File: config.mk
export PLATFORM = sky130hd
export DESIGN_NAME = knob_setpoint_adjuster_unit
export DESIGN_NICKNAME = d
export VERILOG_FILES = /design/src/design/ksa_pkg.sv /design/src/design/ksa_cfg.sv /design/src/design/ksa_core.sv /design/src/design/knob_setpoint_adjuster_unit.sv
export SDC_FILE = /design/constraint.sdc
export NUM_CORES = 1
export LEC_CHECK = 0
export BUFFER_PORTS_ARGS = -buffer_cell sky130_fd_sc_hd__buf_2
export CAP_MARGIN = 20
export CORE_MARGIN = 8
export CORE_UTILIZATION = 55
export CTS_CLUSTER_DIAMETER = 80
export CTS_CLUSTER_SIZE = 12
export DETAILED_ROUTE_END_ITERATION = 10
export PLACE_DENSITY = 0.74
export SETUP_SLACK_MARGIN = 0.15
export SLEW_MARGIN = 10
export SYNTH_ARGS = -nofsm -noshare
export SYNTH_HDL_FRONTEND = slang
export SYNTH_SLANG_ARGS = --single-unit
export TNS_END_PERCENT = 20
File: constraint.sdc
create_clock -name clk -period 9 [get_ports clk]
set_input_delay 0.9 -clock clk [delete_from_list [all_inputs] [get_ports clk]]
set_output_delay 0.9 -clock clk [all_outputs]
set_load 0.05 [all_outputs]
File: src/design/ksa_pkg.sv
// shared types, codes and constants for the knob setpoint adjuster
`default_nettype none
package ksa_pkg;

  localparam int TEMP_W  = 12;
  localparam int SPEED_W = 12;
  localparam int TIME_W  = 17;
  localparam int RATE_W  = 10;
  localparam int COUNT_W = 8;
  localparam int CMD_W   = 3;
  localparam int SEL_W   = 2;
  localparam int CFG_IDX_W  = 3;
  localparam int CFG_DATA_W = 17;
  localparam int KNOBS      = 2;

  // command codes
  localparam logic [CMD_W-1:0] CMD_KNOB0    = 3'd0;
  localparam logic [CMD_W-1:0] CMD_KNOB1    = 3'd1;
  localparam logic [CMD_W-1:0] CMD_TICK     = 3'd2;
  localparam logic [CMD_W-1:0] CMD_SEL_TIME = 3'd3;
  localparam logic [CMD_W-1:0] CMD_CLEAR    = 3'd4;

  // target codes
  localparam logic [SEL_W-1:0] TGT_NONE  = 2'd0;
  localparam logic [SEL_W-1:0] TGT_TEMP  = 2'd1;
  localparam logic [SEL_W-1:0] TGT_SPEED = 2'd2;
  localparam logic [SEL_W-1:0] TGT_TIME  = 2'd3;

  // blink codes
  localparam logic [1:0] BLINK_NONE  = 2'd0;
  localparam logic [1:0] BLINK_TEMP  = 2'd1;
  localparam logic [1:0] BLINK_SPEED = 2'd2;
  localparam logic [1:0] BLINK_TIME  = 2'd3;

  // knob activity codes
  localparam logic [1:0] ACT_NONE  = 2'd0;
  localparam logic [1:0] ACT_KNOB0 = 2'd1;
  localparam logic [1:0] ACT_KNOB1 = 2'd2;

  // register indexes
  localparam logic [CFG_IDX_W-1:0] REG_TEMP_LIMIT     = 3'd0;
  localparam logic [CFG_IDX_W-1:0] REG_SPEED_LIMIT    = 3'd1;
  localparam logic [CFG_IDX_W-1:0] REG_SPEED_FLOOR    = 3'd2;
  localparam logic [CFG_IDX_W-1:0] REG_TIME_LIMIT     = 3'd3;
  localparam logic [CFG_IDX_W-1:0] REG_FAST_THRESHOLD = 3'd4;

  // register reset values
  localparam logic [TEMP_W-1:0]  TEMP_LIMIT_RST     = 12'd3500;
  localparam logic [SPEED_W-1:0] SPEED_LIMIT_RST    = 12'd1500;
  localparam logic [SPEED_W-1:0] SPEED_FLOOR_RST    = 12'd100;
  localparam logic [TIME_W-1:0]  TIME_LIMIT_RST     = 17'd86399;
  localparam logic [RATE_W-1:0]  FAST_THRESHOLD_RST = 10'd30;

  // step sizes and thresholds
  localparam logic [4:0]         TEMP_STEP_FINE   = 5'd5;
  localparam logic [4:0]         TEMP_STEP_MID    = 5'd10;
  localparam logic [4:0]         TEMP_STEP_COARSE = 5'd20;
  localparam logic [TEMP_W-1:0]  TEMP_FINE_BELOW  = 12'd1000;
  localparam logic [4:0]         SPEED_STEP_FINE   = 5'd10;
  localparam logic [4:0]         SPEED_STEP_COARSE = 5'd30;
  localparam logic [SPEED_W:0]   SPEED_START       = 13'd100;
  localparam logic [8:0]         TIME_STEP_FINE   = 9'd60;
  localparam logic [8:0]         TIME_STEP_COARSE = 9'd300;
  localparam logic [COUNT_W-1:0] COUNT_MAX        = 8'd255;

  typedef struct packed {
    logic [TEMP_W-1:0]  temp_limit;
    logic [SPEED_W-1:0] speed_limit;
    logic [SPEED_W-1:0] speed_floor;
    logic [TIME_W-1:0]  time_limit;
    logic [RATE_W-1:0]  fast_threshold;
  } cfg_t;

  typedef struct packed {
    logic [TEMP_W-1:0]                temp_value;
    logic [SPEED_W-1:0]               speed_value;
    logic [TIME_W-1:0]                time_value;
    logic [SEL_W-1:0]                 selected;
    logic [KNOBS-1:0][COUNT_W-1:0]    edge_count;
    logic [KNOBS-1:0][RATE_W-1:0]     knob_rate;
  } state_t;

  typedef struct packed {
    logic [CMD_W-1:0] command;
    logic             phase_b_level;
    logic             locked;
  } item_t;

  typedef struct packed {
    logic [TEMP_W-1:0]  temp_setpoint;
    logic [SPEED_W-1:0] speed_setpoint;
    logic [TIME_W-1:0]  time_setpoint;
    logic [SEL_W-1:0]   target;
    logic [1:0]         blink_request;
    logic [1:0]         knob_active;
  } result_t;

endpackage
`default_nettype wire

File: src/design/ksa_cfg.sv
// configuration register file of the knob setpoint adjuster
`default_nettype none
module ksa_cfg (
  input  wire logic                          clk,
  input  wire logic                          rst,
  input  wire logic                          cfg_write,
  input  wire logic [ksa_pkg::CFG_IDX_W-1:0]  cfg_index,
  input  wire logic [ksa_pkg::CFG_DATA_W-1:0] cfg_data,
  output ksa_pkg::cfg_t                      cfg
);
  import ksa_pkg::*;

  always_ff @(posedge clk) begin
    if (rst) begin
      cfg.temp_limit     <= TEMP_LIMIT_RST;
      cfg.speed_limit    <= SPEED_LIMIT_RST;
      cfg.speed_floor    <= SPEED_FLOOR_RST;
      cfg.time_limit     <= TIME_LIMIT_RST;
      cfg.fast_threshold <= FAST_THRESHOLD_RST;
    end else if (cfg_write) begin
      case (cfg_index)
        REG_TEMP_LIMIT:     cfg.temp_limit     <= cfg_data[TEMP_W-1:0];
        REG_SPEED_LIMIT:    cfg.speed_limit    <= cfg_data[SPEED_W-1:0];
        REG_SPEED_FLOOR:    cfg.speed_floor    <= cfg_data[SPEED_W-1:0];
        REG_TIME_LIMIT:     cfg.time_limit     <= cfg_data[TIME_W-1:0];
        REG_FAST_THRESHOLD: cfg.fast_threshold <= cfg_data[RATE_W-1:0];
        default: ;
      endcase
    end
  end

endmodule
`default_nettype wire

File: src/design/ksa_core.sv
// single-pass update of setpoints, selection and knob rates for one item
`default_nettype none
module ksa_core (
  input  ksa_pkg::item_t   item,
  input  ksa_pkg::state_t  state,
  input  ksa_pkg::cfg_t    cfg,
  output ksa_pkg::state_t  state_next,
  output ksa_pkg::result_t result
);
  import ksa_pkg::*;

  logic               knob;
  logic               coarse;
  logic               down;
  logic [SEL_W-1:0]   sel_edge;
  logic [4:0]         temp_step;
  logic [TEMP_W:0]    temp_sum;
  logic [TEMP_W-1:0]  temp_new;
  logic [4:0]         speed_step;
  logic [SPEED_W:0]   speed_sum;
  logic [SPEED_W-1:0] speed_diff;
  logic [SPEED_W-1:0] speed_new;
  logic [8:0]         time_step;
  logic [TIME_W:0]    time_sum;
  logic [TIME_W-1:0]  time_new;
  logic [1:0]         blink;
  logic [1:0]         active;

  assign knob   = item.command[0];
  assign down   = item.phase_b_level;
  assign coarse = state.knob_rate[knob] >= cfg.fast_threshold;

  // selection after a knob edge; a time selection sticks
  assign sel_edge = (state.selected == TGT_TIME) ? TGT_TIME
                  : (knob ? TGT_SPEED : TGT_TEMP);

  // temperature: coarse step on a fast knob, else a finer step below the fine threshold
  always_comb begin
    if (coarse) begin
      temp_step = TEMP_STEP_COARSE;
    end else if (state.temp_value < TEMP_FINE_BELOW) begin
      temp_step = TEMP_STEP_FINE;
    end else begin
      temp_step = TEMP_STEP_MID;
    end
    temp_sum = {1'b0, state.temp_value} + (TEMP_W + 1)'(temp_step);
    if (!down) begin
      temp_new = (temp_sum > {1'b0, cfg.temp_limit}) ? cfg.temp_limit
                                                      : temp_sum[TEMP_W-1:0];
    end else if (state.temp_value < TEMP_W'(temp_step)) begin
      temp_new = '0;
    end else begin
      temp_new = state.temp_value - TEMP_W'(temp_step);
    end
  end

  // speed: raising from zero lands on the start value, low results drop to zero
  always_comb begin
    speed_step = coarse ? SPEED_STEP_COARSE : SPEED_STEP_FINE;
    speed_sum  = (state.speed_value == '0) ? SPEED_START
               : {1'b0, state.speed_value} + (SPEED_W + 1)'(speed_step);
    speed_diff = state.speed_value - SPEED_W'(speed_step);
    if (!down) begin
      speed_new = (speed_sum > {1'b0, cfg.speed_limit}) ? cfg.speed_limit
                                                         : speed_sum[SPEED_W-1:0];
    end else if (state.speed_value < SPEED_W'(speed_step)) begin
      speed_new = '0;
    end else if (speed_diff < cfg.speed_floor) begin
      speed_new = '0;
    end else begin
      speed_new = speed_diff;
    end
  end

  // time
  always_comb begin
    time_step = coarse ? TIME_STEP_COARSE : TIME_STEP_FINE;
    time_sum  = {1'b0, state.time_value} + (TIME_W + 1)'(time_step);
    if (!down) begin
      time_new = (time_sum > {1'b0, cfg.time_limit}) ? cfg.time_limit
                                                      : time_sum[TIME_W-1:0];
    end else if (state.time_value < TIME_W'(time_step)) begin
      time_new = '0;
    end else begin
      time_new = state.time_value - TIME_W'(time_step);
    end
  end

  always_comb begin
    state_next = state;
    blink      = BLINK_NONE;
    active     = ACT_NONE;
    case (item.command)
      CMD_KNOB0, CMD_KNOB1: begin
        if (!item.locked) begin
          active = knob ? ACT_KNOB1 : ACT_KNOB0;
          if (state.edge_count[knob] != COUNT_MAX) begin
            state_next.edge_count[knob] = state.edge_count[knob] + COUNT_W'(1);
          end
          state_next.selected = sel_edge;
          if (sel_edge == TGT_TIME) begin
            state_next.time_value = time_new;
            blink = BLINK_TIME;
          end else if (knob) begin
            state_next.speed_value = speed_new;
            blink = BLINK_SPEED;
          end else begin
            state_next.temp_value = temp_new;
            blink = BLINK_TEMP;
          end
        end
      end
      CMD_TICK: begin
        for (int k = 0; k < KNOBS; k++) begin
          // count times three, fits the rate width
          state_next.knob_rate[k]  = {2'b00, state.edge_count[k]}
                                   + {1'b0, state.edge_count[k], 1'b0};
          state_next.edge_count[k] = '0;
        end
      end
      CMD_SEL_TIME: state_next.selected = TGT_TIME;
      CMD_CLEAR:    state_next.selected = TGT_NONE;
      default: ;
    endcase
  end

  assign result.temp_setpoint  = state_next.temp_value;
  assign result.speed_setpoint = state_next.speed_value;
  assign result.time_setpoint  = state_next.time_value;
  assign result.target         = state_next.selected;
  assign result.blink_request  = blink;
  assign result.knob_active    = active;

endmodule
`default_nettype wire

File: src/design/knob_setpoint_adjuster_unit.sv
// top level of the knob setpoint adjuster: input stage, state, result register
// an item's result is valid once it has passed the input stage, then the result
//   register; one item per cycle sustained while the output does not stall
// the input stage refills while a result waits, so the input stalls only when
//   both the input stage and the result register are full and output stalls
// reset: setpoints, selection, edge counts and knob rates clear, registers
//   return to their default limits, both stages empty
`default_nettype none
module knob_setpoint_adjuster_unit (
  input  wire logic                          clk,
  input  wire logic                          rst,
  // configuration writes
  input  wire logic                          cfg_write,
  input  wire logic [ksa_pkg::CFG_IDX_W-1:0]  cfg_index,
  input  wire logic [ksa_pkg::CFG_DATA_W-1:0] cfg_data,
  // input channel
  input  wire logic                          item_valid,
  output logic                               item_stall,
  input  wire logic [ksa_pkg::CMD_W-1:0]      command,
  input  wire logic                          phase_b_level,
  input  wire logic                          locked,
  // result channel
  output logic                               result_valid,
  input  wire logic                          result_stall,
  output logic [ksa_pkg::TEMP_W-1:0]          temp_setpoint,
  output logic [ksa_pkg::SPEED_W-1:0]         speed_setpoint,
  output logic [ksa_pkg::TIME_W-1:0]          time_setpoint,
  output logic [ksa_pkg::SEL_W-1:0]           target,
  output logic [1:0]                         blink_request,
  output logic [1:0]                         knob_active
);
  import ksa_pkg::*;

  cfg_t    cfg;
  state_t  state;
  state_t  state_next;
  item_t   stage_item;
  logic    stage_valid;
  result_t result_next;
  result_t result;
  logic    advance;
  logic    item_take;

  // register file
  ksa_cfg u_cfg (
    .clk       (clk),
    .rst       (rst),
    .cfg_write (cfg_write),
    .cfg_index (cfg_index),
    .cfg_data  (cfg_data),
    .cfg       (cfg)
  );

  // the staged item moves on when the result register is free or draining
  assign advance    = stage_valid && (!result_valid || !result_stall);
  assign item_stall = stage_valid && !advance;
  assign item_take  = item_valid && !item_stall;

  // input stage
  always_ff @(posedge clk) begin
    if (rst) begin
      stage_valid <= 1'b0;
    end else if (item_take) begin
      stage_valid <= 1'b1;
    end else if (advance) begin
      stage_valid <= 1'b0;
    end
  end

  // payload needs no reset
  always_ff @(posedge clk) begin
    if (item_take) begin
      stage_item.command       <= command;
      stage_item.phase_b_level <= phase_b_level;
      stage_item.locked        <= locked;
    end
  end

  // all the per-item work
  ksa_core u_core (
    .item       (stage_item),
    .state      (state),
    .cfg        (cfg),
    .state_next (state_next),
    .result     (result_next)
  );

  // state commits only when the item's result is captured
  always_ff @(posedge clk) begin
    if (rst) begin
      state <= '0;
    end else if (advance) begin
      state <= state_next;
    end
  end

  // result register
  always_ff @(posedge clk) begin
    if (rst) begin
      result_valid <= 1'b0;
    end else if (advance) begin
      result_valid <= 1'b1;
    end else if (!result_stall) begin
      result_valid <= 1'b0;
    end
  end

  always_ff @(posedge clk) begin
    if (advance) begin
      result <= result_next;
    end
  end

  assign temp_setpoint  = result.temp_setpoint;
  assign speed_setpoint = result.speed_setpoint;
  assign time_setpoint  = result.time_setpoint;
  assign target         = result.target;
  assign blink_request  = result.blink_request;
  assign knob_active    = result.knob_active;

  // a staged item always lands in the result register when it advances
  a_advance_lands: assert property (@(posedge clk) disable iff (rst)
    advance |=> result_valid)
    else $error("advanced item did not reach the result register");

  // a setpoint blinks exactly when a knob edge was taken
  a_blink_iff_knob: assert property (@(posedge clk) disable iff (rst)
    result_valid |-> ((knob_active == ACT_NONE) == (blink_request == BLINK_NONE)))
    else $error("blink request and knob activity disagree");

  // outside time selection, knob 1 always adjusts speed
  a_knob1_speed: assert property (@(posedge clk) disable iff (rst)
    (result_valid && knob_active == ACT_KNOB1 && target != TGT_TIME)
      |-> (blink_request == BLINK_SPEED && target == TGT_SPEED))
    else $error("knob 1 edge did not adjust speed");

  // the input stalls only with a staged item held back by the output
  a_stall_cause: assert property (@(posedge clk) disable iff (rst)
    item_stall |-> (stage_valid && result_valid && result_stall))
    else $error("input stalled without a full pipeline");

endmodule
`default_nettype wire
Word-level counts from Yosys, hierarchy flattened
Index checks and enable logic that the tools add are counted.

storage, ports and cells
  register bits = 196
  bits in latches = 0
  bits in writable memories = 0
  ROM bits = 0
  input port bits = 30
  output and inout port bits = 49
  memories = 0

operators by class
  add/sub/neg operators = 9
  multiply operators = 0
  div/mod/pow operators = 0
  $lt $le $gt $ge = 11
  eq/ne operators = 14
  shift-type cells = 0
  multiplexer cells = 38
  bitwise gates (word level) = 1
  reductions and logical operators = 23

operators with widths
  operator                                                                number
  12-bit 2-to-1 mux                                                       9
  17-bit 2-to-1 mux                                                       4
  59-bit 2-to-1 mux                                                       1
  41-bit 2-to-1 mux                                                       1
  16-bit one-hot mux with 2 select lines                                  1
  12-bit by 5-bit adder with 13-bit output                                2
  13-bit by 12-bit greater-than comparator with 1-bit output              2
  12-bit by 5-bit < comparator with 1-bit output                          2
  24-bit 2-to-1 mux                                                       1
  8-bit 2-to-1 mux                                                        3
  12-bit by 5-bit subtractor with 12-bit output                           2
  8-bit by 9-bit adder with 10-bit output                                 2
  10-bit 2-to-1 mux                                                       2
  17-bit by 9-bit adder with 18-bit output                                1
  18-bit by 17-bit greater-than comparator with 1-bit output              1
  17-bit by 9-bit < comparator with 1-bit output                          1
  17-bit by 9-bit subtractor with 17-bit output                           1
  16-bit bitwise mux                                                      1
  16-bit 2-to-1 mux                                                       1
  13-bit 2-to-1 mux                                                       1
  3-bit by 2-bit equality test with 1-bit output, second input constant   4
  12-bit logical NOT                                                      1
  12-bit by 10-bit < comparator with 1-bit output, second input constant  1
  12-bit < comparator                                                     1
  other kinds (26)                                                        50

Logic depth before layout (Yosys ltp)
  word-level depth = 13
  depth in mapped cells = 30
  mapped depth without buffers = 23

By module
A second synthesis with hierarchy kept.

unflattened totals
  cells, all modules = 1619
  area total of the unflattened synthesis = 14124.8 µm²

by module, submodules not included
  module                       instances  cells an instance  area each (µm²)
  ksa_core                     1          973                6408.6
  knob_setpoint_adjuster_unit  1          404                5206.2
  ksa_cfg                      1          242                2509.9

Worst setup path before layout
OpenSTA, ideal clock, no wires.

  kind = reg-to-reg
  start = register stage_item[2] (netlist bit)
  end = register result (netlist bit temp_setpoint[0]) (data pin)
  arrival = 6.656 ns
  data required time = 8.732 ns
  slack = 2.076 ns
  stages on the path, launching flop included = 28
  cell sequence = edfxtp_1 -> buf_2 -> clkbuf_1 -> clkbuf_1 -> buf_1 -> buf_1 -> mux2_2 -> ha_1 -> a21o_1 -> a21o_1 -> a21oi_1 -> o21ai_0 -> a221o_1 -> nand2b_1 -> ha_1 -> clkbuf_1 -> nor2_1 -> a211oi_1 -> o311ai_0 -> xnor2_1 -> ha_1 -> o21ai_0 -> nor2_1 -> or3b_2 -> o21ai_1 -> nand2_1 -> a311oi_1 -> o21ai_0

RTL lines
  what                  RTL line                            source
  from (decl)           knob_setpoint_adjuster_unit.sv:37   item_t stage_item;
  to (signal assigned)  knob_setpoint_adjuster_unit.sv:110  result <= result_next;
  to (decl)             knob_setpoint_adjuster_unit.sv:40   result_t result;

==> impl_metrics.tcl <==
set metrics [dict create \
    antenna_found_initial 1 \
    dominantRegCellSynth "dfxtp_1" \
    cp_cell_sequence "buf_4 -> mux2_2 -> ha_1 -> a2111oi_0 -> o21ai_0 -> a221o_1 -> inv_1 -> ha_1 -> inv_1 -> o21ai_0 -> a41o_1 -> nand2_1 -> xnor2_1 -> ha_1 -> and4_1 -> nand3_1 -> nor4_1 -> o21ai_0 -> buf_4 -> and2_1 -> o21ai_0 -> o221ai_1" \
    io_pins 79 \
    ir_drop_mv 0.1204 \
    ys_seq_elements 196 \
    cts_root_buf "clkbuf_16" \
    synth_edf_count 52 \
    grt_max_degree 68 \
    yosysSeqAreaShare 0.3409 \
    drt_iter0_drc 954 \
    crit_top_cell "o21ai_0" \
    fill_cells 2147 \
    grt_pass1_wl_um 58910 \
    num-nets-final 1764 \
    clock_sinks 196 \
    tritoncts "built" \
    num_vias 12000 \
    vias_per_cell 6.127 \
    cts_resized 0 \
    ant_nets 0 \
    maxSlewHeadroom 0.3311 \
    yosys.area.top_type "dfxtp_1" \
    met1_usage 0.3235 \
    top_usage_layer "met2" \
    synth_most_common_cell "nand2_1" \
    drt_wl_total_um 36310 \
    first_pass_iters 9 \
    syn_nets 1745 \
    p_leak_nw 5.687 \
    worstPathBufferInverterCount 4 \
    critPathKind "reg2reg" \
    yosys_warnings 0 \
    place_congestion 0.9490 \
    synth_adder_area_share 0.1061 \
    rsz0062_at_grt "no" \
    die_area_um2 28890 \
    drv_cap 0 \
    critPathMaxStageDelay_ns 0.59 \
    post-route-min-period_ns 7.105 \
    final-setup-viol-count 0 \
    worstPathRequired_ns 9.27 \
    worst-slew-pin-transition_ns 0.9996 \
    max_clock_freq_mhz 140.7 \
    clock_latency_ns 0.45 \
    synth_area_leaders "dfxtp_1, edfxtp_1, ha_1" \
    grt_usage 0.2512 \
    fin_skew_ns 0.01406 \
    drive_above_1_share 0.1000 \
    dp_cells 1925 \
    clkTransAtPathRegs_ns 0.08 \
    end_kind "flip-flop" \
    min_path_type "reg2reg" \
    synth_xor_area_frac 0.03762 \
    grt_pass1_vias 11500 \
    fin_crit_sh 0.7895 \
    wire_per_inst_um 18.54 \
    ys_types 84 \
    ctsLongestPathBuffers 2 \
    syn_to_final_growth_pct 8.406 \
    path_max_fanout 47 \
    die_x_um 170.0 \
    ys_top_cells_by_count "nand2_1, dfxtp_1, a21oi_1, nor2_1, o21ai_0" \
    hpwl_um 26370 \
    post-cts-setup-buffers 0 \
    synth_compound_area_frac 0.2291 \
    final_cell_count_no_fill 1959 \
    numCtsBuffers 17 \
    antenna_cells 0 \
    fin_tns_setup_ns 0 \
    grtUsageMet2 0.4278 \
    fp.dieH_um 170.0 \
    drc 0 \
    start_util 0.5572 \
    arrival_ns 7.37 \
    grt-ovfl-total 0 \
    outcome "finished, final reports clean" \
    avgSynthCellArea_um2 8.109 \
    synthArstFlopShare 0 \
    cp_slowest_cell "o21ai_0" \
    yosysTopAreaCellShare 0.2211 \
    hold_violations 0 \
    synthSimpleGateAreaFrac 0.2044 \
    power.density_nw_per_um2 133.9 \
    maxSlewViolCount 0 \
    rows 56 \
    crit_family "compound AO/OA/AOI/OAI gates" \
    synthMuxAreaShare 0.02082 \
    crit_path_start_kind "flip-flop" \
    numPortBuffers 78 \
    core_um2 23400 \
    syn_area_um2 13040 \
    ctsHoldBuffers 0 \
    htreeDepth 4 \
    use_met3 0.03522 \
    syn_inst 1608 \
    synth_top_family_by_area "compound AO/OA/AOI/OAI gates" \
]
==> state kept, by name, indices dropped and copies added, names as in the netlist <==
register / cells
knob_active: 2
result_valid: 1
target: 2
u_cfg.cfg: 63
state: 79
speed_setpoint: 12
stage_item: 5
stage_valid: 1
time_setpoint: 17
temp_setpoint: 12
blink_request: 2
==> cell families (layout without fill, tap and decap cells) <==
kind of cell	Yosys count	after routing
fa+ha+maj	107	107
flops	196	196
mux	26	26
simple gates	564	564
buf+inv	200	232
xor+xnor	56	56
compound gates	459	459
==> area by class of cell <==
| class | instances | area (um^2) | area share |
|---|---|---|---|
| inverters | 102 | 382.9 | 0.02709 |
| repair buffers | 98 | 540.5 | 0.03824 |
| flip-flops and latches | 196 | 4444 | 0.3144 |
| clock inverters | 14 | 136.4 | 0.009649 |
| well taps | 319 | 399.1 | 0.02824 |
| multi-input cells | 1212 | 7802 | 0.5520 |
| clock buffers | 18 | 429.2 | 0.03036 |
==> worst paths after layout <==
check,startpoint,cells after the start,endpoint,slack [ns]
max reg2reg,stage_item[2],22,time_setpoint[13],1.89
min reg2reg,state[4],2,state[4],0.45
min,state[4],2,state[4],0.45
max,stage_item[2],22,time_setpoint[13],1.89
==> tightest hold or removal path, cell delays in order (launching register included) <==
cell and delay, ns:
dfxtp_1 0.31, nand2_1 0.05, a21oi_1 0.05
==> stage by stage <==
stage	utilization	worst slack [ns]	area [um^2]	power [mW]	hold WS, ns
4_1_cts	0.6035	2.001	14120	1.901	0.4548
6_report	0.6040	1.895	14130	1.892	0.4521
2_1_floorplan	-	2.076	13040	1.088	0.4284
5_1_grt	0.6040	1.265	14130	1.960	0.4688
3_3_place_gp	0.5790	1.982	13550	1.143	0.4374
3_5_place_dp	0.5793	2.038	13560	1.147	0.4436
==> power breakdown <==
group	leakage, nW	switching (mW)	internal, mW
Combinational	3.75	0.138	0.0553
Sequential	1.67	0.0127	0.923
Clock	0.273	0.373	0.390
==> routing by layer <==
metal | up-vias | routed length, um
met4 | 2 | 792
met3 | 65 | 2242
met1 | 5702 | 15990
met5 | - | 13
li1 | 5829 | -
met2 | 405 | 17270
==> placed cells by master, fill, tap and decap left out, types with 8 or more instances in the layout <==
master and instances:
o21bai_1 9, nand3_1 56, nand2_1 205, buf_2 78, mux2i_1 17, nor3_1 47, a21o_1 18, or3_1 9
and2_1 10, xnor2_1 31, dfxtp_1 144, o211ai_1 40, a31oi_1 17, nor4_1 17, nor2_1 121, nor2b_1 15
xor2_1 25, o22ai_1 21, and4_1 9, a211o_1 8, a21oi_1 121, clkbuf_16 17, edfxtp_1 52, inv_1 100
nand2b_1 20, a311oi_1 9, mux2_2 9, o221ai_1 8, ha_1 101, o21a_1 11, o21ai_0 102, buf_4 20
a211oi_1 24, and3_1 13
(Power assumes the default switching activity.)
